$ cat src/design/cpa_pkg.sv
// ============================================================================
// cpa_pkg
// Shared types and constants for the coupled PI2 AQM unit: verdict codes,
// configuration register indexes, controller states and datapath operations.
// ============================================================================
package cpa_pkg;

    localparam int PROB_W    = 32;
    localparam int GAIN_W    = 18;
    localparam int K_W       = 8;
    localparam int MTU_W     = 16;
    localparam int CFG_IDX_W = 3;
    localparam int CFG_DAT_W = 32;

    // magnitude (32) times gain (18)
    localparam int ACC_W     = PROB_W + GAIN_W;
    // quotient of ACC_W bits by 127 stays below 2^44
    localparam int QUO_W     = ACC_W - 6;
    localparam int TERM_W    = QUO_W + 1;
    localparam int SUM_W     = TERM_W + 2;
    localparam int CNT_W     = $clog2(ACC_W + 1);

    // 127 = 2^7 - 1, divided by folding 7-bit digits
    localparam int GAIN_SHIFT = 7;

    localparam logic [CNT_W-1:0]  DIV_STEPS    = CNT_W'(ACC_W);
    // nine folds bring a 50-bit remainder below 127
    localparam logic [CNT_W-1:0]  FOLD_STEPS   = CNT_W'(9);
    localparam logic [K_W-1:0]    GAIN_DIVISOR = K_W'(127);
    localparam logic [PROB_W-1:0] PROB_MAX     = '1;

    localparam logic [CFG_IDX_W-1:0] CFG_TARGET_DELAY = 3'd0;
    localparam logic [CFG_IDX_W-1:0] CFG_INT_GAIN     = 3'd1;
    localparam logic [CFG_IDX_W-1:0] CFG_PROP_GAIN    = 3'd2;
    localparam logic [CFG_IDX_W-1:0] CFG_COUPLING_K   = 3'd3;
    localparam logic [CFG_IDX_W-1:0] CFG_DROP_OVLD    = 3'd4;
    localparam logic [CFG_IDX_W-1:0] CFG_MTU          = 3'd5;

    typedef enum logic [1:0] {
        VERDICT_PASS = 2'd0,
        VERDICT_MARK = 2'd1,
        VERDICT_DROP = 2'd2
    } verdict_t;

    typedef enum logic [3:0] {
        ST_IDLE,
        ST_START,
        ST_DIV1,
        ST_SAVE1,
        ST_TERM2,
        ST_DIV2,
        ST_SAVE2,
        ST_SUM,
        ST_CAP,
        ST_DIV3,
        ST_CAPSAVE,
        ST_COMMIT,
        ST_PDEC,
        ST_DONE
    } state_t;

    typedef enum logic [3:0] {
        OP_NONE,
        OP_TERM1,
        OP_TERM2,
        OP_DIV_STEP,
        OP_FOLD,
        OP_SAVE1,
        OP_SAVE2,
        OP_SUM,
        OP_CAP_LOAD,
        OP_CAP_SAVE,
        OP_COMMIT,
        OP_PKT_MUL,
        OP_PKT_DEC
    } dp_op_t;

    typedef struct packed {
        logic   load;
        dp_op_t op;
        logic   emit;
    } dp_cmd_t;

    typedef struct packed {
        logic is_tick;
        logic div_last;
        logic drop_on_overload;
    } dp_status_t;

endpackage

$ cat src/design/coupled_pi2_aqm_unit.sv
// ============================================================================
// coupled_pi2_aqm_unit
// Coupled dual-queue PI2 AQM: probability update on tick beats and
// pass/mark/drop verdicts on packet beats.
//
//   channel  ports             direction  content
//   s_       s_valid/s_ready   in         opcode, delays, packet info, rands
//   m_       m_valid/m_ready   out        verdict, probability
//   cfg_     cfg_wr_en         in         register index and write data
//
// A packet beat passes through capture, p*k multiply, decision and output
// register load. A tick beat divides each gain term by 127 in 9
// shift-and-add folds; when drop_on_overload is 0 it also caps the
// probability with a 50-step radix-2 divide by coupling_k.
// Reset is synchronous on aresetn and restores the register defaults.
// One beat is in work at a time; the result register lets the next beat be
// taken while m_ready is low, and the block stalls before emitting it.
// ============================================================================
module coupled_pi2_aqm_unit import cpa_pkg::*; (
    input  logic                 aclk,
    input  logic                 aresetn,
    input  logic                 cfg_wr_en,
    input  logic [CFG_IDX_W-1:0] cfg_index,
    input  logic [CFG_DAT_W-1:0] cfg_wdata,
    input  logic                 s_valid,
    output logic                 s_ready,
    input  logic                 s_opcode,
    input  logic [PROB_W-1:0]    s_delay_classic_ns,
    input  logic [PROB_W-1:0]    s_delay_l4s_ns,
    input  logic                 s_is_l4s,
    input  logic                 s_ect_capable,
    input  logic [PROB_W-1:0]    s_backlog_bytes,
    input  logic [PROB_W-1:0]    s_rand_a,
    input  logic [PROB_W-1:0]    s_rand_b,
    output logic                 m_valid,
    input  logic                 m_ready,
    output logic [1:0]           m_verdict,
    output logic [PROB_W-1:0]    m_probability
);

    dp_cmd_t    cmd;
    dp_status_t status;

    cpa_ctrl u_ctrl (
        .aclk    (aclk),
        .aresetn (aresetn),
        .s_valid (s_valid),
        .s_ready (s_ready),
        .m_ready (m_ready),
        .m_valid (m_valid),
        .status  (status),
        .cmd     (cmd)
    );

    cpa_datapath u_datapath (
        .aclk               (aclk),
        .aresetn            (aresetn),
        .cfg_wr_en          (cfg_wr_en),
        .cfg_index          (cfg_index),
        .cfg_wdata          (cfg_wdata),
        .s_opcode           (s_opcode),
        .s_delay_classic_ns (s_delay_classic_ns),
        .s_delay_l4s_ns     (s_delay_l4s_ns),
        .s_is_l4s           (s_is_l4s),
        .s_ect_capable      (s_ect_capable),
        .s_backlog_bytes    (s_backlog_bytes),
        .s_rand_a           (s_rand_a),
        .s_rand_b           (s_rand_b),
        .m_verdict          (m_verdict),
        .m_probability      (m_probability),
        .cmd                (cmd),
        .status             (status)
    );

endmodule

$ cat src/design/cpa_ctrl.sv
// ============================================================================
// cpa_ctrl
// Sequencer for the coupled PI2 AQM unit: steps the datapath through the
// probability update or the packet decision and owns the handshakes.
// ============================================================================
module cpa_ctrl import cpa_pkg::*; (
    input  logic       aclk,
    input  logic       aresetn,
    input  logic       s_valid,
    output logic       s_ready,
    input  logic       m_ready,
    output logic       m_valid,
    input  dp_status_t status,
    output dp_cmd_t    cmd
);

    state_t state_reg, state_next;
    logic   m_valid_reg, m_valid_next;

    always_ff @(posedge aclk) begin
        if (!aresetn) begin
            state_reg   <= ST_IDLE;
            m_valid_reg <= 1'b0;
        end else begin
            state_reg   <= state_next;
            m_valid_reg <= m_valid_next;
        end
    end

    always_comb begin
        state_next = state_reg;
        cmd        = '{load: 1'b0, op: OP_NONE, emit: 1'b0};
        s_ready    = 1'b0;
        unique case (state_reg)
            ST_IDLE: begin
                s_ready  = 1'b1;
                cmd.load = s_valid;
                if (s_valid) state_next = ST_START;
            end
            ST_START: begin
                if (status.is_tick) begin
                    cmd.op     = OP_TERM1;
                    state_next = ST_DIV1;
                end else begin
                    cmd.op     = OP_PKT_MUL;
                    state_next = ST_PDEC;
                end
            end
            ST_DIV1: begin
                cmd.op = OP_FOLD;
                if (status.div_last) state_next = ST_SAVE1;
            end
            ST_SAVE1: begin
                cmd.op     = OP_SAVE1;
                state_next = ST_TERM2;
            end
            ST_TERM2: begin
                cmd.op     = OP_TERM2;
                state_next = ST_DIV2;
            end
            ST_DIV2: begin
                cmd.op = OP_FOLD;
                if (status.div_last) state_next = ST_SAVE2;
            end
            ST_SAVE2: begin
                cmd.op     = OP_SAVE2;
                state_next = ST_SUM;
            end
            ST_SUM: begin
                cmd.op     = OP_SUM;
                state_next = status.drop_on_overload ? ST_COMMIT : ST_CAP;
            end
            ST_CAP: begin
                cmd.op     = OP_CAP_LOAD;
                state_next = ST_DIV3;
            end
            ST_DIV3: begin
                cmd.op = OP_DIV_STEP;
                if (status.div_last) state_next = ST_CAPSAVE;
            end
            ST_CAPSAVE: begin
                cmd.op     = OP_CAP_SAVE;
                state_next = ST_COMMIT;
            end
            ST_COMMIT: begin
                cmd.op     = OP_COMMIT;
                state_next = ST_DONE;
            end
            ST_PDEC: begin
                cmd.op     = OP_PKT_DEC;
                state_next = ST_DONE;
            end
            ST_DONE: begin
                cmd.emit = !m_valid_reg || m_ready;
                if (cmd.emit) state_next = ST_IDLE;
            end
            default: state_next = ST_IDLE;
        endcase
    end

    always_comb begin
        if (cmd.emit) m_valid_next = 1'b1;
        else if (m_ready) m_valid_next = 1'b0;
        else m_valid_next = m_valid_reg;
    end

    assign m_valid = m_valid_reg;

endmodule

$ cat src/design/cpa_datapath.sv
// ============================================================================
// cpa_datapath
// Configuration registers, PI2 state, shared multiplier, fold divider by 127,
// radix-2 divider for the cap and the packet decision logic of the coupled
// PI2 AQM unit.
// ============================================================================
module cpa_datapath import cpa_pkg::*; (
    input  logic                 aclk,
    input  logic                 aresetn,
    input  logic                 cfg_wr_en,
    input  logic [CFG_IDX_W-1:0] cfg_index,
    input  logic [CFG_DAT_W-1:0] cfg_wdata,
    input  logic                 s_opcode,
    input  logic [PROB_W-1:0]    s_delay_classic_ns,
    input  logic [PROB_W-1:0]    s_delay_l4s_ns,
    input  logic                 s_is_l4s,
    input  logic                 s_ect_capable,
    input  logic [PROB_W-1:0]    s_backlog_bytes,
    input  logic [PROB_W-1:0]    s_rand_a,
    input  logic [PROB_W-1:0]    s_rand_b,
    output logic [1:0]           m_verdict,
    output logic [PROB_W-1:0]    m_probability,
    input  dp_cmd_t              cmd,
    output dp_status_t           status
);

    // configuration
    logic [PROB_W-1:0] target_reg;
    logic [GAIN_W-1:0] ki_reg;
    logic [GAIN_W-1:0] kp_reg;
    logic [K_W-1:0]    k_reg;
    logic              doo_reg;
    logic [MTU_W-1:0]  mtu_reg;

    // state
    logic [PROB_W-1:0] prob_reg;
    logic [PROB_W-1:0] prev_reg;

    // latched beat
    logic              op_reg;
    logic [PROB_W-1:0] dc_reg, dl_reg, backlog_reg, ra_reg, rb_reg;
    logic              l4s_reg, ect_reg;

    // working registers
    logic [ACC_W-1:0]  acc_reg;
    logic [QUO_W-1:0]  quo_reg;
    logic [K_W-1:0]    rem_reg;
    logic [K_W-1:0]    divisor_reg;
    logic [CNT_W-1:0]  cnt_reg;
    logic              neg_reg;
    logic [TERM_W-1:0] t1_reg, t2_reg;
    logic [PROB_W-1:0] pnew_reg;
    verdict_t          verdict_reg;
    logic [1:0]        m_verdict_reg;
    logic [PROB_W-1:0] m_prob_reg;

    // combinational
    logic [PROB_W-1:0] q_max;
    logic [PROB_W:0]   diff;
    logic              diff_neg;
    logic [PROB_W-1:0] diff_mag;
    logic [PROB_W-1:0] mul_a;
    logic [GAIN_W-1:0] mul_b;
    logic [ACC_W-1:0]  product;
    logic [ACC_W-1:0]  fold;
    logic              fold_hit;
    logic [K_W:0]      trial;
    logic              trial_ge;
    logic [K_W-1:0]    rem_new;
    logic [TERM_W-1:0] term;
    logic [SUM_W-1:0]  sum;
    logic [PROB_W-1:0] clamped;
    logic [K_W-1:0]    k_nz;
    logic [PROB_W-1:0] cap;
    logic              small_backlog;
    logic              overloaded;
    logic              sq_hit;
    verdict_t          pkt_verdict;

    always_ff @(posedge aclk) begin
        if (!aresetn) begin
            target_reg <= PROB_W'(15000000);
            ki_reg     <= GAIN_W'(44);
            kp_reg     <= GAIN_W'(879);
            k_reg      <= K_W'(2);
            doo_reg    <= 1'b1;
            mtu_reg    <= MTU_W'(1514);
        end else if (cfg_wr_en) begin
            unique case (cfg_index)
                CFG_TARGET_DELAY: target_reg <= cfg_wdata[PROB_W-1:0];
                CFG_INT_GAIN:     ki_reg     <= cfg_wdata[GAIN_W-1:0];
                CFG_PROP_GAIN:    kp_reg     <= cfg_wdata[GAIN_W-1:0];
                CFG_COUPLING_K:   k_reg      <= cfg_wdata[K_W-1:0];
                CFG_DROP_OVLD:    doo_reg    <= cfg_wdata[0];
                CFG_MTU:          mtu_reg    <= cfg_wdata[MTU_W-1:0];
                default: ;
            endcase
        end
    end

    always_comb begin
        q_max = (dc_reg > dl_reg) ? dc_reg : dl_reg;
        if (cmd.op == OP_TERM2) begin
            diff  = {1'b0, q_max} - {1'b0, prev_reg};
            mul_b = kp_reg;
        end else begin
            diff  = {1'b0, q_max} - {1'b0, target_reg};
            mul_b = ki_reg;
        end
        diff_neg = diff[PROB_W];
        diff_mag = diff_neg ? PROB_W'((PROB_W+1)'(0) - diff) : diff[PROB_W-1:0];
        if (cmd.op == OP_PKT_MUL) begin
            mul_a = prob_reg;
            mul_b = GAIN_W'(k_reg);
        end else begin
            mul_a = diff_mag;
        end
        product = ACC_W'(mul_a) * ACC_W'(mul_b);

        // r = 128a + b keeps its residue as a + b, the quotient grows by a
        fold     = ACC_W'(acc_reg[ACC_W-1:GAIN_SHIFT]) + ACC_W'(acc_reg[GAIN_SHIFT-1:0]);
        fold_hit = acc_reg == ACC_W'(GAIN_DIVISOR);

        trial    = {rem_reg, acc_reg[ACC_W-1]};
        trial_ge = trial >= {1'b0, divisor_reg};
        rem_new  = trial_ge ? K_W'(trial - {1'b0, divisor_reg}) : trial[K_W-1:0];

        term = neg_reg ? (TERM_W'(0) - {1'b0, quo_reg}) : {1'b0, quo_reg};

        sum = SUM_W'(prob_reg) + {{(SUM_W-TERM_W){t1_reg[TERM_W-1]}}, t1_reg}
                               + {{(SUM_W-TERM_W){t2_reg[TERM_W-1]}}, t2_reg};
        if (sum[SUM_W-1]) clamped = '0;
        else if (sum[SUM_W-2:PROB_W] != '0) clamped = PROB_MAX;
        else clamped = sum[PROB_W-1:0];

        k_nz = (k_reg == '0) ? K_W'(1) : k_reg;
        cap  = acc_reg[PROB_W-1:0];

        small_backlog = {1'b0, backlog_reg} < (PROB_W+1)'({mtu_reg, 1'b0});
        overloaded    = acc_reg[PROB_W+K_W-1:PROB_W] != '0;
        sq_hit        = (ra_reg <= prob_reg) && (rb_reg <= prob_reg);
        if (small_backlog) begin
            pkt_verdict = VERDICT_PASS;
        end else if (l4s_reg) begin
            if (overloaded) pkt_verdict = (doo_reg && sq_hit) ? VERDICT_DROP : VERDICT_MARK;
            else if ((PROB_W+K_W)'(ra_reg) <= acc_reg[PROB_W+K_W-1:0])
                pkt_verdict = VERDICT_MARK;
            else pkt_verdict = VERDICT_PASS;
        end else if (sq_hit) begin
            pkt_verdict = (ect_reg && !overloaded) ? VERDICT_MARK : VERDICT_DROP;
        end else begin
            pkt_verdict = VERDICT_PASS;
        end
    end

    // input beat capture
    always_ff @(posedge aclk) begin
        if (cmd.load) begin
            op_reg      <= s_opcode;
            dc_reg      <= s_delay_classic_ns;
            dl_reg      <= s_delay_l4s_ns;
            l4s_reg     <= s_is_l4s;
            ect_reg     <= s_ect_capable;
            backlog_reg <= s_backlog_bytes;
            ra_reg      <= s_rand_a;
            rb_reg      <= s_rand_b;
        end
    end

    // multiplier, divider and sum registers
    always_ff @(posedge aclk) begin
        unique case (cmd.op)
            OP_TERM1, OP_TERM2: begin
                acc_reg <= product;
                neg_reg <= diff_neg;
                quo_reg <= '0;
                cnt_reg <= FOLD_STEPS;
            end
            OP_PKT_MUL: acc_reg <= product;
            OP_FOLD: begin
                if (fold_hit) begin
                    acc_reg <= '0;
                    quo_reg <= quo_reg + QUO_W'(1);
                end else begin
                    acc_reg <= fold;
                    quo_reg <= quo_reg + QUO_W'(acc_reg[ACC_W-1:GAIN_SHIFT]);
                end
                cnt_reg <= cnt_reg - CNT_W'(1);
            end
            OP_DIV_STEP: begin
                acc_reg <= {acc_reg[ACC_W-2:0], trial_ge};
                rem_reg <= rem_new;
                cnt_reg <= cnt_reg - CNT_W'(1);
            end
            OP_SAVE1: t1_reg <= term;
            OP_SAVE2: t2_reg <= term;
            OP_SUM:   pnew_reg <= clamped;
            OP_CAP_LOAD: begin
                acc_reg     <= ACC_W'(PROB_MAX);
                rem_reg     <= '0;
                divisor_reg <= k_nz;
                cnt_reg     <= DIV_STEPS;
            end
            OP_CAP_SAVE: if (pnew_reg > cap) pnew_reg <= cap;
            OP_PKT_DEC:  verdict_reg <= pkt_verdict;
            OP_COMMIT:   verdict_reg <= VERDICT_PASS;
            OP_NONE: ;
            default: ;
        endcase
    end

    // pi2 state
    always_ff @(posedge aclk) begin
        if (!aresetn) begin
            prob_reg <= '0;
            prev_reg <= '0;
        end else if (cmd.op == OP_COMMIT) begin
            prob_reg <= pnew_reg;
            prev_reg <= q_max;
        end
    end

    // output beat
    always_ff @(posedge aclk) begin
        if (cmd.emit) begin
            m_verdict_reg <= verdict_reg;
            m_prob_reg    <= prob_reg;
        end
    end

    assign m_verdict     = m_verdict_reg;
    assign m_probability = m_prob_reg;

    assign status.is_tick          = !op_reg;
    assign status.div_last         = cnt_reg == CNT_W'(1);
    assign status.drop_on_overload = doo_reg;

endmodule

$ cat config.mk
export PLATFORM = sky130hd
export DESIGN_NAME = coupled_pi2_aqm_unit
export DESIGN_NICKNAME = d
export VERILOG_FILES = /design/src/design/cpa_pkg.sv /design/src/design/coupled_pi2_aqm_unit.sv /design/src/design/cpa_ctrl.sv /design/src/design/cpa_datapath.sv
export SDC_FILE = /design/constraint.sdc
export NUM_CORES = 2
export LEC_CHECK = 0
export BUFFER_PORTS_ARGS = -buffer_cell sky130_fd_sc_hd__buf_4
export CORE_UTILIZATION = 65
export CTS_CLUSTER_DIAMETER = 120
export DETAILED_ROUTE_END_ITERATION = 8
export GPL_ROUTABILITY_DRIVEN = 0
export HOLD_SLACK_MARGIN = 0.06
export PLACE_DENSITY = 0.84
export SLEW_MARGIN = 10
export SYNTH_ARGS = -nofsm -noshare
export SYNTH_HDL_FRONTEND = slang
export SYNTH_SLANG_ARGS = --single-unit
export TNS_END_PERCENT = 10
$ cat constraint.sdc
create_clock -name aclk -period 26.4 [get_ports aclk]
set_clock_uncertainty 0.15 [all_clocks]
set_input_delay 7.92 -clock aclk [delete_from_list [all_inputs] [get_ports aclk]]
set_output_delay 7.92 -clock aclk [all_outputs]
set_load 0.02 [all_outputs]
### Word-level counts from Yosys, hierarchy flattened

Cells that the tools add are included.
Widths: inputs -> output; s select.

| storage, ports and cells | value |
|---|---|
| word-level logic and storage cells | 159 |
| register bits | 600 |
| input port bits | 203 |
| output and inout bits | 36 |

| operators by class | value |
|---|---|
| reductions and logical operators | 31 |
| add/subtract/negate cells | 11 |
| muxes and demuxes | 41 |
| eq/ne operators | 38 |
| order comparisons | 7 |
| $mul | 1 |

Operators by type and width:

| operator | number |
|---|---|
| $pmux 50 s4 | 1 |
| $mux 32 | 6 |
| $pmux 44 s2 | 1 |
| $sub 32x32->33 | 2 |
| $gt 32x32->1 | 2 |
| $le 32x32->1 | 2 |
| $pmux 32 s2 | 1 |
| $pmux 4 s13 | 1 |
| $eq 50x7->1 const B | 1 |
| $mul 32x18->50 | 1 |
| $mux 50 | 1 |
| $add 47x47->47 | 1 |
| $add 33x45->46 | 1 |
| $mux 45 | 1 |
| $sub 1x44->45 const A | 1 |
| $add 43x7->44 | 1 |
| $add 44x1->44 const B | 1 |
| $add 44x43->44 | 1 |
| $eq 4x4->1 const B | 11 |
| $mux 44 | 1 |
| $pmux 4 s11 | 1 |
| $le 32x40->1 | 1 |
| $mux 18 | 2 |
| $mux 33 | 1 |
| 36 further kinds | 86 |

### Logic depth before layout (Yosys ltp)

| logic depth | value |
|---|---|
| word-level depth | 10 |
| gate-level depth with buffers | 54 |
| depth with buffers taken out | 50 |

### Cells and area by module

A second synthesis with hierarchy kept.

| second synthesis, totals | value |
|---|---|
| cells, all modules | 5895 |
| area, all modules | 55776.0 µm² |

By module, submodules not included:

| module | seq. area each (µm²) | times used | cells an instance | area an instance (µm²) |
|---|---|---|---|---|
| cpa_datapath | 16265.6 | 1 | 5827 | 55258.0 |
| cpa_ctrl | 100.1 | 1 | 68 | 518.0 |

### Least setup slack after synthesis

No wires, ideal clock.

| path | value |
|---|---|
| path type | flip-flop to flip-flop |
| from | reg u_datapath.dc_reg[17] |
| to | reg u_datapath.acc_reg[47] (data pin) |
| required time | 25994 ps |
| period minus slack after synthesis | 12403 ps |
| data arrival time | 11997 ps |
| cell stages (with the launch flop) | 47 |
| library setup time | 256 ps |
| buffers on the path | 2 |
| setup slack | 13997 ps |
| path through | edfxtp_1 -> ha_1 -> a21o_1 -> a21o_1 -> a21o_1 -> a21o_1 -> a21oi_1 -> nor2b_1 -> o31ai_1 -> o211ai_1 -> o31ai_1 -> clkbuf_1 -> mux2_2 -> ha_1 -> nor2b_1 -> o31ai_2 -> a211oi_1 -> or4_4 -> (+11 left out) -> fa_1 -> inv_1 -> fa_1 -> fa_1 -> inv_1 -> fa_1 -> inv_1 -> ha_1 -> and3_1 -> and2_1 -> a221o_1 -> a31oi_1 -> o31ai_1 -> o41ai_1 -> o221ai_1 -> a31oi_1 -> xnor2_1 -> a22o_1 |

| on the way | value |
|---|---|
| cells in the longest elaborated chain, start to end | 9 |
| elaborated cells on any way between the ends | 10 |
| those cells by class | add/sub: 3; mul: 1; order compare: 1; mux: 5 |

Ends and longest elaborated chain:

| item | RTL line | source |
|---|---|---|
| start, declared | cpa_datapath.sv:41 | `logic [PROB_W-1:0] dc_reg, dl_reg, backlog_reg, ra_reg, rb_reg;` |
| start signal, assigned | cpa_datapath.sv:160 | `dc_reg <= s_delay_classic_ns;` |
| $gt 32x32->1 * | cpa_datapath.sv:102 | `q_max = (dc_reg > dl_reg) ? dc_reg : dl_reg;` |
| $mux 32 * | cpa_datapath.sv:102 |  |
| via u_datapath.q_max[1] | cpa_datapath.sv:58 | `logic [PROB_W-1:0] q_max;` |
| $sub 32x32->33, on equally long branches | cpa_datapath.sv:107, cpa_datapath.sv:104 |  |
| $mux 33 * | cpa_datapath.sv:103 | `if (cmd.op == OP_TERM2) begin` |
| $sub 1x32->32 | cpa_datapath.sv:111 | `diff_mag = diff_neg ? PROB_W'((PROB_W+1)'(0) - diff) : diff[PROB_W-1:0];` |
| $mux 32 * | cpa_datapath.sv:111 |  |
| $mux 32 * | cpa_datapath.sv:112 | `if (cmd.op == OP_PKT_MUL) begin` |
| $mul 32x18->50 * | cpa_datapath.sv:118 | `product = ACC_W'(mul_a) * ACC_W'(mul_b);` |
| $pmux 50 s4 * | cpa_datapath.sv:172 | `unique case (cmd.op)` |
| end signal, assigned | cpa_datapath.sv:174 | `acc_reg <= product;` |
| end signal, assigned | cpa_datapath.sv:179 | `OP_PKT_MUL: acc_reg <= product;` |
| end signal, assigned | cpa_datapath.sv:185 | `acc_reg <= fold;` |
| end, declared | cpa_datapath.sv:45 | `logic [ACC_W-1:0] acc_reg;` |

The timed path passes the listed nets; every way through them passes the cells marked *.
A chain may end at the register's enable or synchronous reset.

### Worst setup path in the final report

Ends and elaborated chain as after synthesis.

==> flow_summary.yaml <==
logic_synthesis:
  yosys-top-cells-area: "edfxtp_1 23%, fa_1 17%, ha_1 10%"
  synth-async-reset-ratio_pct: 0
  netlist-cell-type-count: 100
  syn-num-nets: 7381
  synth_top_area_share_pct: 23.0
  synth_warnings: 0
  syn_area_sq_um: 57100
  synthCells: 6221
  yosysTopAreaCell: "edfxtp_1"
  syn_area_per_cell_sq_um: 9.17
  synth-seq-cells: 599
  synth_ff_type: "edfxtp_1"
  synth_edf_count: 437
  synth-seq-area-share_pct: 28.7
sta:
  fmax_ghz: 0.0628
  maxSlewHeadroom_pct: 6.40
  period_share_pct: 60.3
  setup_viol: 0
  tns_ns: 0
  finalMaxSlewViolations: 0
  rsz0062_at_grt: "false"
  whs_ns: 0.267
  finalHoldViolCount: 0
  worst_pin_slew_ns: 1.39
  min_period_ns: 15.92
final_layout:
  multi_input_area_sq_um: 36900
  fillers: 6250
  final_util_pct: 71.6
  drive_gt1_share_pct: 8.95
  layout_common_cells: "821 x nand2_1, 742 x inv_1, 486 x fa_1, 471 x ha_1, 443 x nor2_1"
  layout.nets: 7476
  area_growth_syn_to_layout_pct: 9.03
  seqCellArea_sq_um: 16400
  final_common_cell: "nand2_1"
  largest_reg_flops: 50
  fin_cells: 7532
cts:
  clock_sinks: 599
  clk-insertion-delay-late_ns: 0.66
  root_buffer: "clkbuf_16"
  cts_hold_buf: 0
  cts_tree: "yes"
  htreeDepth: 3
  clockBufferDepth: 3
  clkTransAtPathRegs_ns: 0.06
  numCtsBuffers: 67
  post-cts-setup-buffer-count: 0
  cts.repair.resized: 0
setup_path:
  required_ns: 26.64
  critPathKind: "reg -> reg"
  slowest_stage: "xnor2_1"
  critPathCaptureType: "flop"
  cp_data_arrival_time_ns: 16.16
  start_kind: "flop"
  cp_max_fo: 31
  crit_top_cell: "fa_1"
  critPathMaxStageDelay_ns: 0.96
drt:
  route.detailed.drc: 0
  finalWirelength_mm: 177
  vias_per_cell: 6.52
  wl_per_cell_microns: 23.5
  vias: 49100
  drt_first_pass_iters: 9
  ant_nets: 0
  drt_iter0_markers: 5843
die:
  die_w_microns: 298
  io_pins: 239
  rows: 108
  coreArea_sq_um: 86900
  dieArea_sq_um: 89000
  start_util_pct: 65.7
  die_h_microns: 298
global_routing:
  grt_max_degree: 100
  track_usage_pct: 39.6
  grt_pass1_wl_mm: 271
  grt_pass1_vias: 48900
  grt_overflow: 0
  antenna_found_initial: 8
flow_run:
  drv_cap: 0
status:
  status: "finished clean"
placed_design:
  port_buffers: 237
  hpwl_mm: 134
  dp_cells: 7401
min_path:
  hp-class: "reg -> reg"
-- path summary, 6_finish.rpt --
path	startpoint	endpoint	slack [ns]	depth (start not counted)
setup reg to reg	u_datapath.dc_reg[17]	u_datapath.acc_reg[47]	10.48	49
setup / recovery	u_datapath.dc_reg[17]	u_datapath.acc_reg[47]	10.48	49
hold / removal	u_datapath.verdict_reg[0]	u_datapath.m_verdict[0]	0.27	0
hold reg to reg	u_datapath.verdict_reg[0]	u_datapath.m_verdict[0]	0.27	0
-- logic make-up (layout without fill, tap and decap cells) --
kind of cell	count (synthesis)	count (layout)	share of synthesized area (%)
AO/OA/AOI/OAI	1328	1328	15.6
other	0	6	0
AND/OR/NAND/NOR	1916	1916	15.3
XOR/XNOR	287	287	4.43
flip-flops	599	599	28.7
buffers and inverters	1041	1191	6.89
multiplexers	93	93	1.72
adder cells (fa/ha/maj)	957	957	27.4
-- through the flow --
step                setup slack, ns  area [sq um]
detailed placement            10.99         60000
floorplan                     14.00         57100
finish                        10.48         62200
global route                   9.81         62200
CTS                           10.88         62200
global placement              11.05         60000
-- Yosys cell counts (53+ instances only) --
master    count
clkbuf_1    273
nor2b_1      61
xnor2_1     196
a21boi_0    106
nand3_1     116
fa_1        486
nor2_1      447
nand2b_1     77
edfxtp_1    437
nand4_1      69
nand2_1     823
mux2i_1      53
and3_1       67
and2_1       63
o21ai_0     256
inv_1       742
a211oi_1     67
a21oi_1     316
dfxtp_1     162
ha_1        471
xor2_1       89
nor3_1       63
a21o_1      162
-- critical path, delay by kind of cell, from the launching register on --
family                     cells  cell delay (ns)
adders and majority gates      9             4.31
and+or+nand+nor                4             0.43
buffers and inverters          8             1.76
DFF                            1             0.39
muxes                          1             0.47
xor gates and xnor gates       2             1.07
AOI/OAI and AO/OA             25             7.04
-- routing by layer --
metal / wire length, microns / vias up / global-route usage [%]
met5: 19 / - / 0
met4: 16800 / 4 / 31.9
met3: 22800 / 953 / 11.1
met2: 76500 / 3401 / 59.5
met1: 60600 / 23300 / 47.7
li1: - / 21500 / -
-- layout make-up --
cell class	count	share of cell area, %
Timing Repair Buffer	324	3.93
Multi-Input combinational cell	4581	59.4
Tap cell	1155	2.32
Clock buffer	92	2.94
Clock inverter	32	0.631
Antenna cell	6	0.0241
Sequential cell	599	26.3
Inverter	743	4.48
Power is left out: the tool's default activity adds up to more than one toggle a clock period on the data nets, which glitch-free logic cannot reach.
